==> src/rtl/core/bbsf_pkg.sv <==
// Package for the bounded byte stream FIFO: widths, reset constants,
// command codes and the status bundle shared by the core and the top level.
// No dependencies.
package bbsf_pkg;

  localparam int DEPTH_DEFAULT = 1024;
  localparam int BYTE_W        = 8;
  localparam int CAP_W         = 11;
  localparam int TOTAL_W       = 64;
  localparam int MODE_W        = 2;

  localparam logic [CAP_W-1:0] CAP_RESET = CAP_W'(1024);

  typedef enum logic [MODE_W-1:0] {
    MODE_PUSH  = 2'd0,
    MODE_POP   = 2'd1,
    MODE_CLOSE = 2'd2,
    MODE_QUERY = 2'd3
  } mode_t;

  typedef struct packed {
    logic [BYTE_W-1:0]  front_byte;
    logic               front_valid;
    logic [CAP_W-1:0]   occupancy;
    logic [CAP_W-1:0]   free_room;
    logic [TOTAL_W-1:0] total_pushed;
    logic [TOTAL_W-1:0] total_popped;
    logic               closed;
    logic               finished;
    logic               error;
  } status_t;

endpackage

==> src/rtl/core/bbsf_core.sv <==
// FIFO state and per-command update: pointers, count, totals and flags,
// with the front-byte read issued to the byte store at the new read pointer.
// Depends on bbsf_pkg.
module bbsf_core #(
  parameter int DEPTH = bbsf_pkg::DEPTH_DEFAULT
) (
  input  logic                         clk,
  input  logic                         rst_n,
  input  logic                         take,
  input  logic [bbsf_pkg::MODE_W-1:0]  mode,
  input  logic [bbsf_pkg::BYTE_W-1:0]  push_byte,
  input  logic [bbsf_pkg::CAP_W-1:0]   pop_count,
  input  logic [bbsf_pkg::CAP_W-1:0]   capacity,
  output logic                         ram_we,
  output logic [$clog2(DEPTH)-1:0]     ram_waddr,
  output logic [bbsf_pkg::BYTE_W-1:0]  ram_wdata,
  output logic [$clog2(DEPTH)-1:0]     ram_raddr,
  input  logic [bbsf_pkg::BYTE_W-1:0]  ram_rdata,
  output bbsf_pkg::status_t            status
);

  localparam int PTR_W = $clog2(DEPTH);
  localparam int CNT_W = $clog2(DEPTH + 1);
  localparam int SUM_W = CNT_W + 1;
  localparam int CMP_W = (CNT_W > bbsf_pkg::CAP_W) ? CNT_W : bbsf_pkg::CAP_W;
  localparam int TW    = bbsf_pkg::TOTAL_W;

  function automatic logic [PTR_W-1:0] ptr_adv(input logic [PTR_W-1:0] p,
                                               input logic [CNT_W-1:0] n);
    logic [SUM_W-1:0] s;
    s = SUM_W'(p) + SUM_W'(n);
    if (s >= SUM_W'(DEPTH)) begin
      s = s - SUM_W'(DEPTH);
    end
    return s[PTR_W-1:0];
  endfunction

  logic [PTR_W-1:0]  rp_r, rp_nxt, wp_r, wp_nxt;
  logic [CNT_W-1:0]  cnt_r, cnt_nxt;
  logic [TW-1:0]     pushed_r, pushed_nxt, popped_r, popped_nxt;
  logic              closed_r, closed_nxt, err_r, err_nxt;
  logic              bypass_r, bypass_nxt;
  logic [bbsf_pkg::BYTE_W-1:0] byte_r;
  logic [CMP_W-1:0]  room_r, room_nxt;

  bbsf_pkg::mode_t   cmd;
  logic [CMP_W-1:0]  cap_eff, cnt_ext, pop_ext, n_ext, cnt_nxt_ext;
  logic [CNT_W-1:0]  n;
  logic              push_ok;

  always_comb begin
    cmd     = bbsf_pkg::mode_t'(mode);
    cap_eff = (CMP_W'(capacity) > CMP_W'(DEPTH)) ? CMP_W'(DEPTH) : CMP_W'(capacity);
    cnt_ext = CMP_W'(cnt_r);
    pop_ext = CMP_W'(pop_count);
    n_ext   = (pop_ext > cnt_ext) ? cnt_ext : pop_ext;
    n       = n_ext[CNT_W-1:0];
    push_ok = take && (cmd == bbsf_pkg::MODE_PUSH) && !closed_r && (cnt_ext < cap_eff);

    rp_nxt     = rp_r;
    wp_nxt     = wp_r;
    cnt_nxt    = cnt_r;
    pushed_nxt = pushed_r;
    popped_nxt = popped_r;
    closed_nxt = closed_r;
    err_nxt    = err_r;

    if (take) begin
      case (cmd)
        bbsf_pkg::MODE_PUSH: begin
          if (push_ok) begin
            wp_nxt     = ptr_adv(wp_r, CNT_W'(1));
            cnt_nxt    = cnt_r + CNT_W'(1);
            pushed_nxt = pushed_r + TW'(1);
          end else begin
            err_nxt = 1'b1;
          end
        end
        bbsf_pkg::MODE_POP: begin
          rp_nxt     = ptr_adv(rp_r, n);
          cnt_nxt    = cnt_r - n;
          popped_nxt = popped_r + TW'(n);
        end
        bbsf_pkg::MODE_CLOSE: begin
          closed_nxt = 1'b1;
        end
        default: begin
        end
      endcase
    end

    cnt_nxt_ext = CMP_W'(cnt_nxt);
    room_nxt    = (cnt_nxt_ext >= cap_eff) ? '0 : cap_eff - cnt_nxt_ext;
    bypass_nxt  = push_ok && (cnt_r == '0);
  end

  always_ff @(posedge clk) begin
    if (!rst_n) begin
      rp_r     <= '0;
      wp_r     <= '0;
      cnt_r    <= '0;
      pushed_r <= '0;
      popped_r <= '0;
      closed_r <= 1'b0;
      err_r    <= 1'b0;
    end else begin
      rp_r     <= rp_nxt;
      wp_r     <= wp_nxt;
      cnt_r    <= cnt_nxt;
      pushed_r <= pushed_nxt;
      popped_r <= popped_nxt;
      closed_r <= closed_nxt;
      err_r    <= err_nxt;
    end
  end

  always_ff @(posedge clk) begin
    bypass_r <= bypass_nxt;
    byte_r   <= push_byte;
    room_r   <= room_nxt;
  end

  assign ram_we    = push_ok;
  assign ram_waddr = wp_r;
  assign ram_wdata = push_byte;
  assign ram_raddr = rp_nxt;

  always_comb begin
    status              = '0;
    status.front_valid  = (cnt_r != '0);
    status.front_byte   = (cnt_r == '0) ? '0 : (bypass_r ? byte_r : ram_rdata);
    status.occupancy    = cnt_ext[bbsf_pkg::CAP_W-1:0];
    status.free_room    = room_r[bbsf_pkg::CAP_W-1:0];
    status.total_pushed = pushed_r;
    status.total_popped = popped_r;
    status.closed       = closed_r;
    status.finished     = closed_r && (cnt_r == '0);
    status.error        = err_r;
  end

  a_cnt_bound: assert property (@(posedge clk) disable iff (!rst_n)
    cnt_r <= CNT_W'(DEPTH))
    else $error("held count above depth");

  a_ptr_span: assert property (@(posedge clk) disable iff (!rst_n)
    wp_r == ptr_adv(rp_r, cnt_r))
    else $error("write pointer out of step with read pointer and count");

  a_refuse_err: assert property (@(posedge clk) disable iff (!rst_n)
    take && (cmd == bbsf_pkg::MODE_PUSH) && !push_ok |=> err_r)
    else $error("refused push did not set error");

  a_closed_sticky: assert property (@(posedge clk) disable iff (!rst_n)
    closed_r |=> closed_r)
    else $error("closed flag dropped");

endmodule
==> config.mk <==
export PLATFORM = sky130hd
export DESIGN_NAME = bbsf_core
export DESIGN_NICKNAME = d
export VERILOG_FILES = /design/src/rtl/core/bbsf_pkg.sv /design/src/rtl/core/bbsf_core.sv
export SDC_FILE = /design/constraint.sdc
export NUM_CORES = 1
export LEC_CHECK = 0
export BUFFER_PORTS_ARGS = -buffer_cell sky130_fd_sc_hd__buf_2
export CAP_MARGIN = 10
export CORE_MARGIN = 4
export CORE_UTILIZATION = 45
export DETAILED_ROUTE_END_ITERATION = 7
export HOLD_SLACK_MARGIN = 0.02
export PLACE_DENSITY = 0.68
export SLEW_MARGIN = 20
export SYNTH_ARGS = -nofsm -noshare
export SYNTH_HDL_FRONTEND = slang
export SYNTH_SLANG_ARGS = --single-unit
==> constraint.sdc <==
create_clock -name clk -period 6.55 [get_ports clk]
set_input_delay 0.655 -clock clk [delete_from_list [all_inputs] [get_ports clk]]
set_output_delay 0.655 -clock clk [all_outputs]
set_load 0.02 [all_outputs]
After elaboration in Yosys (flattened, before gate mapping)
Index checks and enable logic that the tools add are counted.
Widths: inputs -> output; s select.
Word-level totals
  register bits: 181
  input port bits: 43
  output and inout bits: 191
  word-level logic and storage cells: 52
Cells by class
  add/subtract/negate cells: 9
  magnitude comparators: 6
  eq/ne operators: 2
  multiplexer cells: 11
  bitwise operators: 1
  reduce and logical (&&, ||, !) cells: 13
Operators by type and width (count)
  $add 64x1->64 const B: 1
  $add 64x11->64: 1
  $mux 11: 4
  $mux 10: 4
  $pmux 11 s2: 1
  $sub 11x11->11: 2
  $sub 10x1->10 const B: 2
  $mux 8: 2
  $add 10x11->12: 1
  $ge 12x11->1 const B: 1
  $add 10x1->11 const B: 1
  $add 11x1->11 const B: 1
  $ge 11x11->1: 1
  $ge 11x11->1 const B: 1
  $gt 11x11->1: 1
  $gt 11x11->1 const B: 1
  $logic_not 11->1: 1
  $lt 11x11->1: 1
  $reduce_bool 11->1: 1
  $reduce_and 3->1: 2
  $logic_and 1x1->1: 5
  $reduce_and 2->1: 2
  $eq 2x1->1 const B: 1
  $eq 2x2->1 const B: 1
  other kinds (3): 3

Longest topological paths before layout
Gate-level depths: netlist (run 1).
  depth in word-level cells: 8
  mapped depth: 26
  gate-level depth less buffers: 23

Worst setup path before layout (run 1)
OpenSTA, ideal clock, no wires.
  kind: input port to flip-flop
  start: input port pop_count[4] (netlist name)
  end: register room_r[1]
  library setup time: 0.115 ns
  data arrival time: 5.450 ns
  required time: 6.435 ns
  setup slack: 0.985 ns
  stages on the path: 25
  buffers on the path: 3
  cells stage by stage: ha_1 -> a211oi_1 -> o21bai_1 -> o21ba_2 -> o21ai_1 -> clkbuf_1 -> nand2_1 -> o21ai_0 -> inv_1 -> ha_1 -> nor2b_1 -> o21a_1 -> o211a_1 -> a2111oi_0 -> nor3_1 -> nand3b_1 -> and2_1 -> ha_1 -> clkbuf_1 -> and3_1 -> nand2_1 -> o32ai_1 -> a21oi_1 -> clkbuf_1 -> and2_1
On the way
  longest elaborated chain between the ends: 6
  elaborated cells between the ends (all ways): 7
  classes of those cells: add/sub (2); order compare (2); mux (3)
Ends and longest elaborated chain
  from (decl): RTL line bbsf_core.sv:12  | input logic [bbsf_pkg::CAP_W-1:0] pop_count,
  $gt 11x11->1: RTL line bbsf_core.sv:56  | n_ext = (pop_ext > cnt_ext) ? cnt_ext : pop_ext;
  $mux 11 (*): RTL line bbsf_core.sv:56
  $sub 11x11->11 (*): RTL line bbsf_core.sv:81  | cnt_nxt = cnt_r - n;
  $pmux 11 s2 (*): RTL line bbsf_core.sv:69  | case (cmd)
  $mux 11 (*): RTL line bbsf_core.sv:68  | if (take) begin
  $sub 11x11->11 / $ge 11x11->1 (equally long branches): RTL line bbsf_core.sv:93  | room_nxt = (cnt_nxt_ext >= cap_eff) ? '0 : cap_eff - cnt_nxt_ext;
  to (signal assigned): RTL line bbsf_core.sv:120  | room_r <= room_nxt;
  to (decl): RTL line bbsf_core.sv:44  | logic [CMP_W-1:0] room_r, room_nxt;
Every way passes the cells marked *; elsewhere a longest branch is shown, timed or not.
A chain may end at the register's enable or synchronous reset.

Worst setup path in the final report (run 1)
  start: register cnt_r[4] (netlist: cnt_ext[4])
  end: register room_r[0]
On the way
  longest elaborated chain between the ends: 6
  elaborated cells between the ends (all ways): 11
  classes of those cells: add/sub (3); order compare (3); mux (4); reduce/logical (1)
Ends and longest elaborated chain
  from (decl): RTL line bbsf_core.sv:39  | logic [CNT_W-1:0] cnt_r, cnt_nxt;
  from (signal assigned): RTL line bbsf_core.sv:109  | cnt_r <= cnt_nxt;
  $gt 11x11->1 / $lt 11x11->1 (equally long branches): RTL line bbsf_core.sv:56, bbsf_core.sv:58
  $mux 11 / $logic_and 1x1->1 (equally long branches): RTL line bbsf_core.sv:56, bbsf_core.sv:58
  $sub 11x11->11 / $mux 11 (equally long branches): RTL line bbsf_core.sv:81, bbsf_core.sv:71
  $pmux 11 s2: RTL line bbsf_core.sv:69
  $mux 11 (*): RTL line bbsf_core.sv:68
  $sub 11x11->11 / $ge 11x11->1 (equally long branches): RTL line bbsf_core.sv:93
Marked as above.

==> reports/qor.yml, run 1 <==
hold_path:
  hold_class: "primary input to flip-flop"
  min_from: "push_byte[0]"
final_layout:
  drive_gt1_share_pct: 19.9
  syn_to_final_growth_pct: 19.4
  post-route-util_pct: 55.0
  layout.cells.non_filler: 1826
  final_common_cell: "buf_2"
  fin_nets: 1611
  final_cell_mix: "233 x buf_2, 181 x dfxtp_1, 152 x nor2_1"
clock_network:
  holdBufCountCts: 0
  cts.clk_slew.worst_paths_ns: 0.08
  cts_made_buffers: 17
  cts_max_level: 4
  clock_latency_ns: 0.44
  root_buffer: "clkbuf_16"
  cts_tree: "yes"
  cts_resized: 0
  clock_path_buffers: 2
  postCtsSetupRepairBufs: 0
  cts_sinks: 181
die:
  die_y_um: 161
  die_area_um2: 25900
  start_util_pct: 46.1
  row_count: 55
  pin_count: 234
  core_area_um2: 22800
  die_w_um: 161
worst_setup_path:
  crit_start: "cnt_ext[4]$_SDFF_PN0_"
  critPathKind: "flip-flop to flip-flop"
  worstPathCellList: "inv_1 > ha_1 > a211oi_1 > o21bai_1 > o21ba_2 > o21ai_1 > buf_4 > nand2_1 > o21ai_1 > inv_1 > ha_1 > nor2b_1 > o21a_1 > o211a_1 > a2111oi_0 > nor3_1 > nand3b_1 > and2_1 > ha_1 > and3_1 > o211ai_1 > a21oi_1 > nor2b_1"
  critPathCaptureType: "flip-flop"
  crit_arrival_ns: 6.14
  cp_common_cell: "ha_1"
  slowest_stage: "a21oi_1"
  worst_path_largest_cell_delay_ns: 0.54
  worst_setup_path_start_kind: "flip-flop"
  cp.required_ns: 6.92
  path_max_fanout: 18
  r2r-start: "cnt_ext[4]$_SDFF_PN0_"
drt:
  antenna_left: 0
  firstDrtPassIters: 5
  viasPerCell: 5.39
  drc_errors: 0
  detail_route.iter0.violations: 539
  vias: 9841
  wl_per_cell_um: 15.8
  routed_wl_mm: 28.8
timing:
  finalSetupTns_ns: 0
  whs_ns: 0.328
  max_freq_ghz: 0.173
  final_hold_viol_count: 0
  slew_viol_final: 0
  setup_viol: 0
  finClkSkew_ns: 0.0186
  worst-slew-pin-transition_ns: 0.823
  relSlewSlack_pct: 45.1
  post-route-min-period_ns: 5.77
  rsz0062_at_grt: "no"
  period_share_pct: 88.2
pwr:
  power.internal_mw: 1.95
  peakVddDrop_v: 0.000152
  power.leakage_nw: 5.30
  p_per_area_nw_per_um2: 232
  pwr-share-comb_pct: 21.5
  seqPwrFrac_pct: 39.8
  p_sw_share_pct: 33.0
  clkPwrFrac_pct: 38.7
  p_sw_uw: 960
  p_total_mw: 2.91
synth:
  synth_cell_types: 66
  synth.net_count: 1409
  synth-edff-count: 0
  ys_seq_elements: 181
  ys_async_sr_fraction_pct: 0
  seq_area_frac_synth_pct: 34.4
  synth_area_per_cell_um2: 8.12
  synthCells: 1296
  synthFlopType: "dfxtp_1"
  ys_warn_count: 0
  netlist_area_um2: 10500
global_routing:
  grt_usage_pct: 21.7
  grt_pass1_wl_mm: 46.8
  grt_max_degree: 81
  antenna_found_initial: 2
  grt_pass1_vias: 9153
  grt_overflow_total: 0
status:
  status: "completed"
placed_design:
  io_buffers: 233
  hpwl_mm: 21.2
  placed_cells: 1792
  routabilityCongestion: 0.868
run:
  drv_cap: 0
Yosys cell counts (all sizes together), types with 3 or more instances:
cell | instances | area, um2
nand2 | 122 | 458
and2 | 23 | 144
mux2i | 17 | 170
nand4 | 38 | 259
o211a | 3 | 30.0
o21a | 11 | 82.6
xor2 | 27 | 236
nand2b | 13 | 81.3
nor4 | 38 | 253
inv | 60 | 225
and4 | 12 | 108
o31a | 5 | 43.8
nor4b | 8 | 70.1
o211ai | 6 | 45.0
and3 | 16 | 100
a211oi | 12 | 95.1
a21oi | 55 | 275
or4 | 3 | 26.3
clkbuf | 45 | 169
or3 | 30 | 193
ha | 66 | 826
a2111oi | 3 | 26.3
fa | 4 | 80.1
nand3b | 5 | 37.5
o21ai | 68 | 340
a21o | 9 | 67.6
nor3b | 13 | 97.6
nand3 | 43 | 215
dfxtp | 181 | 3620
o21ba | 3 | 30.0
nor2 | 153 | 582
nor3 | 45 | 225
or2 | 5 | 31.3
a31oi | 5 | 31.3
nor2b | 6 | 37.5
o21bai | 6 | 45.0
buf | 18 | 121
xnor2 | 100 | 876
cell families (layout without fill, tap and decap cells):
family          Yosys count  after routing  share of synthesized area [%]
compound gates          203            203                           12.0
mux                      19             19                           1.83
buf+inv                 123            338                           4.90
simple gates            573            573                           27.7
other cells               0              2                              0
flops                   181            181                           34.4
fa+ha+maj                70             70                           8.61
xor+xnor                127            127                           10.6
stage by stage:
| stage | area (um2) | setup WS, ns |
|---|---|---|
| after global placement | 11900 | 0.726 |
| after detailed placement | 11900 | 0.688 |
| after CTS | 12600 | 0.765 |
| after floorplan | 10500 | 0.985 |
| after global routing | 12600 | 0.0287 |
| final | 12600 | 0.776 |
state kept, by name (all words and copies together), names as in the netlist:
| register | count |
|---|---|
| bypass_r | 1 |
| byte_r | 8 |
| closed_r | 1 |
| cnt_ext | 11 |
| err_r | 1 |
| popped_r | 64 |
| pushed_r | 64 |
| ram_waddr | 10 |
| room_r | 11 |
| rp_r | 10 |
layer usage:
| metal | vias up | wire, um | track usage (%) |
|---|---|---|---|
| met4 | 0 | 618 | 6.32 |
| met1 | 4636 | 13100 | 28.8 |
| met3 | 34 | 1660 | 4.57 |
| li1 | 4933 | - | - |
| met5 | - | 0 | 0 |
| met2 | 238 | 13400 | 35.7 |
path summary, 6_finish.rpt:
path,to,depth (start not counted),slack [ns]
max,room_r[0]$_SDFF_PP0_,23,0.78
min,byte_r[0]$_DFF_P_,1,0.33
max reg2reg,room_r[0]$_SDFF_PP0_,23,0.78
min reg2reg,popped_r[4]$_SDFFE_PN0P_,2,0.49
final cells by class:
class	instances	area, um2
well taps	313	392
diodes	2	5.00
flip-flops and latches	181	3620
repair buffers	246	1260
fillers	2216	10300
inverters	60	228
clock buffers	17	425
multi-input cells	992	6400
clock inverters	15	225
critical path, delay by kind of cell (launching register included):
| kind | cells | cell delay (ns) |
|---|---|---|
| AND/OR/NAND/NOR | 7 | 1.07 |
| AO/OA/AOI/OAI | 10 | 2.61 |
| buffers and inverters | 3 | 0.49 |
| adder cells (fa/ha/maj) | 3 | 1.02 |
| flip-flops | 1 | 0.52 |
power groups by stage:
| stage | Combinational, mW | Clock, mW | Sequential (mW) |
|---|---|---|---|
| 3_3_place_gp | 0.617 | 0 | 1.19 |
| 2_1_floorplan | 0.406 | 0 | 1.23 |
| 6_report | 0.626 | 1.13 | 1.16 |
| 4_1_cts | 0.626 | 1.16 | 1.16 |
| 3_5_place_dp | 0.622 | 0 | 1.19 |
| 5_1_grt | 0.692 | 1.20 | 1.17 |
Power figures use the tool's default switching activity.
==> inputs of run 2 (changes only) <==
--- a/config.mk
+++ b/config.mk
@@ -12,6 +12,7 @@
 export DETAILED_ROUTE_END_ITERATION = 7
 export HOLD_SLACK_MARGIN = 0.02
 export PLACE_DENSITY = 0.68
+export RECOVER_POWER = 25
 export SLEW_MARGIN = 20
 export SYNTH_ARGS = -nofsm -noshare
 export SYNTH_HDL_FRONTEND = slang
==> reports/qor.yml, run 2 (synthesis results as in run 1) <==
clock_network:
  clock_latency_ns: 0.44
  cts_max_level: 4
  root_buffer: "clkbuf_16"
  cts_made_buffers: 17
  clock_path_buffers: 2
  postCtsSetupRepairBufs: 0
  cts_tree: "yes"
  cts_resized: 0
  cts.clk_slew.worst_paths_ns: 0.08
  cts_sinks: 181
  holdBufCountCts: 0
worst_setup_path:
  critPathKind: "flip-flop to flip-flop"
  critPathCaptureType: "flip-flop"
  path_max_fanout: 18
  worstPathCellList: "inv_1 > ha_1 > a211oi_1 > o21bai_1 > o21ba_2 > o21ai_1 > buf_4 > nand2_1 > o21ai_1 > inv_1 > ha_1 > nor2b_1 > o21a_1 > o211a_1 > a2111oi_0 > nor3_1 > nand3b_1 > and2_1 > ha_1 > and3_1 > nand2_1 > o32ai_1 > a21oi_1 > nor2b_1"
  cp.required_ns: 6.92
  worst_path_largest_cell_delay_ns: 0.52
  crit_arrival_ns: 6.14
  worst_setup_path_start_kind: "flip-flop"
  slowest_stage: "dfxtp_1"
  ff2ff_setup_slack_ns: 0.77
  cp_common_cell: "ha_1"
drt:
  dr.max_layer_used: "met4"
  wl_met3_mm: 1.58
  viasPerCell: 5.37
  vias: 9809
  drc_errors: 0
  wl_met2_mm: 13.4
  antenna_left: 0
  detail_route.iter0.violations: 536
  wl_met1_mm: 13.2
  firstDrtPassIters: 5
  wl_per_cell_um: 15.8
  routed_wl_mm: 28.8
die:
  die_area_um2: 25900
  die_w_um: 161
  die_y_um: 161
  start_util_pct: 46.1
  core_area_um2: 22800
  row_count: 55
  pin_count: 234
final_layout:
  syn_to_final_growth_pct: 18.3
  final_common_cell: "dfxtp_1"
  multi_input_area_um2: 6400
  regArea_um2: 3620
  reg.largest.list: "popped_r: 64 flops, pushed_r: 64 flops"
  drive_gt1_share_pct: 14.2
  fin_nets: 1611
  final_cell_mix: "181 x dfxtp_1, 152 x nor2_1, 147 x buf_2"
  fillers: 2245
global_routing:
  grt_usage_pct: 21.7
  grt_pass1_vias: 9153
  grt_pass1_wl_mm: 46.8
  grt_max_degree: 81
  grt_overflow_total: 0
  antenna_found_initial: 2
timing:
  slew_viol_final: 66
  finClkSkew_ns: 0.0165
  rsz0062_at_grt: "no"
  max_freq_ghz: 0.173
  relSlewSlack_pct: -79.7
  final_hold_viol_count: 0
  finalSetupTns_ns: 0
  worst-slew-pin-transition_ns: 2.68
  post-route-min-period_ns: 5.78
  period_share_pct: 88.2
  setup_viol: 0
  whs_ns: 0.333
placed_design:
  routabilityCongestion: 0.868
  io_buffers: 233
  hpwl_mm: 21.2
pwr:
  p_per_area_nw_per_um2: 233
  p_total_mw: 2.91
  power.leakage_nw: 4.95
  peakVddDrop_v: 0.000151
hold_path:
  hold_class: "primary input to flip-flop"
status:
  status: "finished with violations"
  violations: "capacitance limit, slew limit"
run:
  drv_cap: 1
run 2: cell count changes in the layout (fill, tap and decap cells not counted), sizes merged:
cell      delta
buf         -86
clkbuf      +86
clkinvlp     +1
inv          -1
run 2: metal layers:
metal	up-vias	GRT usage (%)
li1	4932	-
met1	4607	28.8
met2	237	35.7
met3	33	4.57
met4	0	6.32
met5	-	0
run 2: area by class of cell:
cell class / count / share of cell area (%)
Clock buffer: 17 / 3.42
Inverter: 60 / 1.82
Multi-Input combinational cell: 992 / 51.4
Antenna cell: 2 / 0.0402
Clock inverter: 15 / 1.81
Timing Repair Buffer: 246 / 9.28
Tap cell: 313 / 3.14
Sequential cell: 181 / 29.1
run 2: critical path: cells and delay by family (launching register included):
kind	cells	cell delay, ns
DFF	1	0.52
adders and majority gates	3	1.01
AOI/OAI and AO/OA	10	2.55
and+or+nand+nor	8	1.16
buffers and inverters	3	0.49
run 2: power breakdown:
| part | internal [mW] | leakage [nW] | switching (mW) |
|---|---|---|---|
| combinational | 0.232 | 3.17 | 0.386 |
| sequential | 1.14 | 1.47 | 0.0226 |
| clock | 0.574 | 0.316 | 0.551 |
| total | 1.95 | 4.95 | 0.960 |
run 2: per-stage QoR:
step,area (um2),setup slack (ns),util [%],std cells
floorplan,10500,0.985,-,1296
global placement,11900,0.726,52.1,1792
detailed placement,11900,0.688,52.1,1792
CTS,12600,0.765,55.0,1824
global route,12500,0.0287,54.5,1826
finish,12500,0.772,54.5,1826
run 2: final timing paths:
path | start | endpoint | depth (start not counted)
setup reg to reg | cnt_ext[4]$_SDFF_PN0_ | room_r[0]$_SDFF_PP0_ | 24
hold reg to reg | popped_r[4]$_SDFFE_PN0P_ | popped_r[4]$_SDFFE_PN0P_ | 2
hold / removal | push_byte[0] | byte_r[0]$_DFF_P_ | 1
setup / recovery | cnt_ext[4]$_SDFF_PN0_ | room_r[0]$_SDFF_PP0_ | 24
==> inputs of run 3 (changes only) <==
--- a/config.mk
+++ b/config.mk
@@ -7,11 +7,13 @@
 export LEC_CHECK = 0
 export BUFFER_PORTS_ARGS = -buffer_cell sky130_fd_sc_hd__buf_2
 export CAP_MARGIN = 10
+export CELL_PAD_IN_SITES_DETAIL_PLACEMENT = 0
+export CELL_PAD_IN_SITES_GLOBAL_PLACEMENT = 2
 export CORE_MARGIN = 4
-export CORE_UTILIZATION = 45
+export CORE_UTILIZATION = 32
 export DETAILED_ROUTE_END_ITERATION = 7
 export HOLD_SLACK_MARGIN = 0.02
-export PLACE_DENSITY = 0.68
+export PLACE_DENSITY_LB_ADDON = 0.1
 export RECOVER_POWER = 25
 export SLEW_MARGIN = 20
 export SYNTH_ARGS = -nofsm -noshare
==> reports/qor.yml, run 3 (synthesis results as in run 1) <==
die:
  die_y_um: 189
  die_area_um2: 35900
  pin_count: 234
  die_w_um: 189
  start_util_pct: 32.4
  row_count: 66
  core_area_um2: 32500
worst_setup_path:
  worst_setup_path_start_kind: "flip-flop"
  crit_arrival_ns: 6.21
  path_max_fanout: 12
  cp.required_ns: 6.93
  worst_path_largest_cell_delay_ns: 0.55
  critPathKind: "flip-flop to flip-flop"
  ff2ff_setup_slack_ns: 0.71
  slowest_stage: "a2111oi_0"
  cp_common_cell: "ha_1"
  worstPathCellList: "inv_1 > ha_1 > nand4_1 > a21oi_1 > o21ba_2 > o21ai_1 > buf_4 > o21ai_0 > inv_1 > ha_1 > or3_1 > a2111oi_0 > nor3_1 > nand3b_1 > and2_1 > ha_1 > and3_1 > nand2_1 > o32ai_1 > a21oi_1 > o31a_1"
  critPathCaptureType: "flip-flop"
pwr:
  p_total_mw: 2.93
  p_per_area_nw_per_um2: 232
  power.leakage_nw: 4.97
  peakVddDrop_v: 0.000180
placed_design:
  hpwl_mm: 24.4
  io_buffers: 233
  placed_cells: 1926
  routabilityCongestion: 0.835
  dpl_cell_area_um2: 12100
timing:
  rsz0062_at_grt: "no"
  relSlewSlack_pct: -14.8
  setup_viol: 0
  max_freq_ghz: 0.171
  final_hold_viol_count: 0
  finClkSkew_ns: 0.0117
  post-route-min-period_ns: 5.84
  worst-slew-pin-transition_ns: 1.72
  whs_ns: 0.333
  slew_viol_final: 28
  period_share_pct: 89.1
  finalSetupTns_ns: 0
final_layout:
  syn_to_final_growth_pct: 20.0
  layout.cells.non_filler: 1958
  final_cell_mix: "181 x dfxtp_1, 152 x nor2_1, 146 x buf_2"
  fin_area_um2: 12600
  fin_nets: 1616
  reg.largest.list: "popped_r: 64 flops, pushed_r: 64 flops"
  drive_gt1_share_pct: 14.3
  final_common_cell: "dfxtp_1"
drt:
  firstDrtPassIters: 4
  drc_errors: 0
  routed_wl_mm: 33.2
  vias: 9574
  viasPerCell: 4.89
  wl_per_cell_um: 16.9
  antenna_left: 0
  detail_route.iter0.violations: 396
run:
  drv_cap: 1
clock_network:
  clock_path_buffers: 2
  cts_sinks: 181
  cts_tree: "yes"
  cts_resized: 0
  cts_made_buffers: 17
  holdBufCountCts: 0
  cts_max_level: 4
  postCtsSetupRepairBufs: 0
  root_buffer: "clkbuf_16"
  cts.clk_slew.worst_paths_ns: 0.07
  clock_latency_ns: 0.44
global_routing:
  grt_usage_pct: 18.0
  grt_max_degree: 78
  grt_pass1_vias: 9320
  grt_overflow_total: 0
  antenna_found_initial: 1
  grt_pass1_wl_mm: 52.0
status:
  status: "finished with violations"
  violations: "capacitance limit, slew limit"
hold_path:
  hold_class: "primary input to flip-flop"
==> run 3: power breakdown <==
group,internal [mW],switching [mW],leakage (nW),total [mW]
Sequential,1.14,0.0195,1.47,1.16
Combinational,0.236,0.401,3.19,0.636
Clock,0.655,0.482,0.311,1.14
==> run 3: per-stage QoR <==
| stage | setup WS (ns) | utilization, % |
|---|---|---|
| after floorplan | 0.985 | - |
| after global placement | 0.568 | 37.3 |
| after detailed placement | 0.446 | 37.3 |
| after CTS | 0.617 | 39.3 |
| after global routing | 0.129 | 38.9 |
| final | 0.714 | 38.9 |
==> run 3: worst max-delay path: cells and delay by family (launching register included) <==
family	cells	cell delay, ns
fa+ha+maj	3	0.95
simple gates	7	1.37
buf+inv	3	0.54
compound gates	8	2.42
flops	1	0.49
==> run 3: worst paths after layout <==
path	from	to	cells past startpoint
worst max-delay path	cnt_ext[6]$_SDFF_PN0_	room_r[10]$_SDFF_PP0_	21
worst min-delay path	push_byte[5]	byte_r[5]$_DFF_P_	1
worst max register to register	cnt_ext[6]$_SDFF_PN0_	room_r[10]$_SDFF_PP0_	21
worst min register to register	rp_r[9]$_SDFF_PN0_	rp_r[9]$_SDFF_PN0_	2
==> run 3: per-layer routing <==
metal	GRT usage [%]	vias up	share of wire (%)
li1	-	4947	-
met1	24.0	4459	47
met2	29.7	154	47
met3	4.44	14	4.5
met4	3.62	0	0.85
met5	0	-	0
==> run 3: final cells by class <==
class | instances | area [um2]
clock buffers | 18 | 439
flip-flops and latches | 181 | 3620
inverters | 60 | 228
well taps | 442 | 553
multi-input cells | 992 | 6400
repair buffers | 251 | 1190
fillers | 3506 | 19800
diodes | 1 | 2.50
clock inverters | 13 | 196
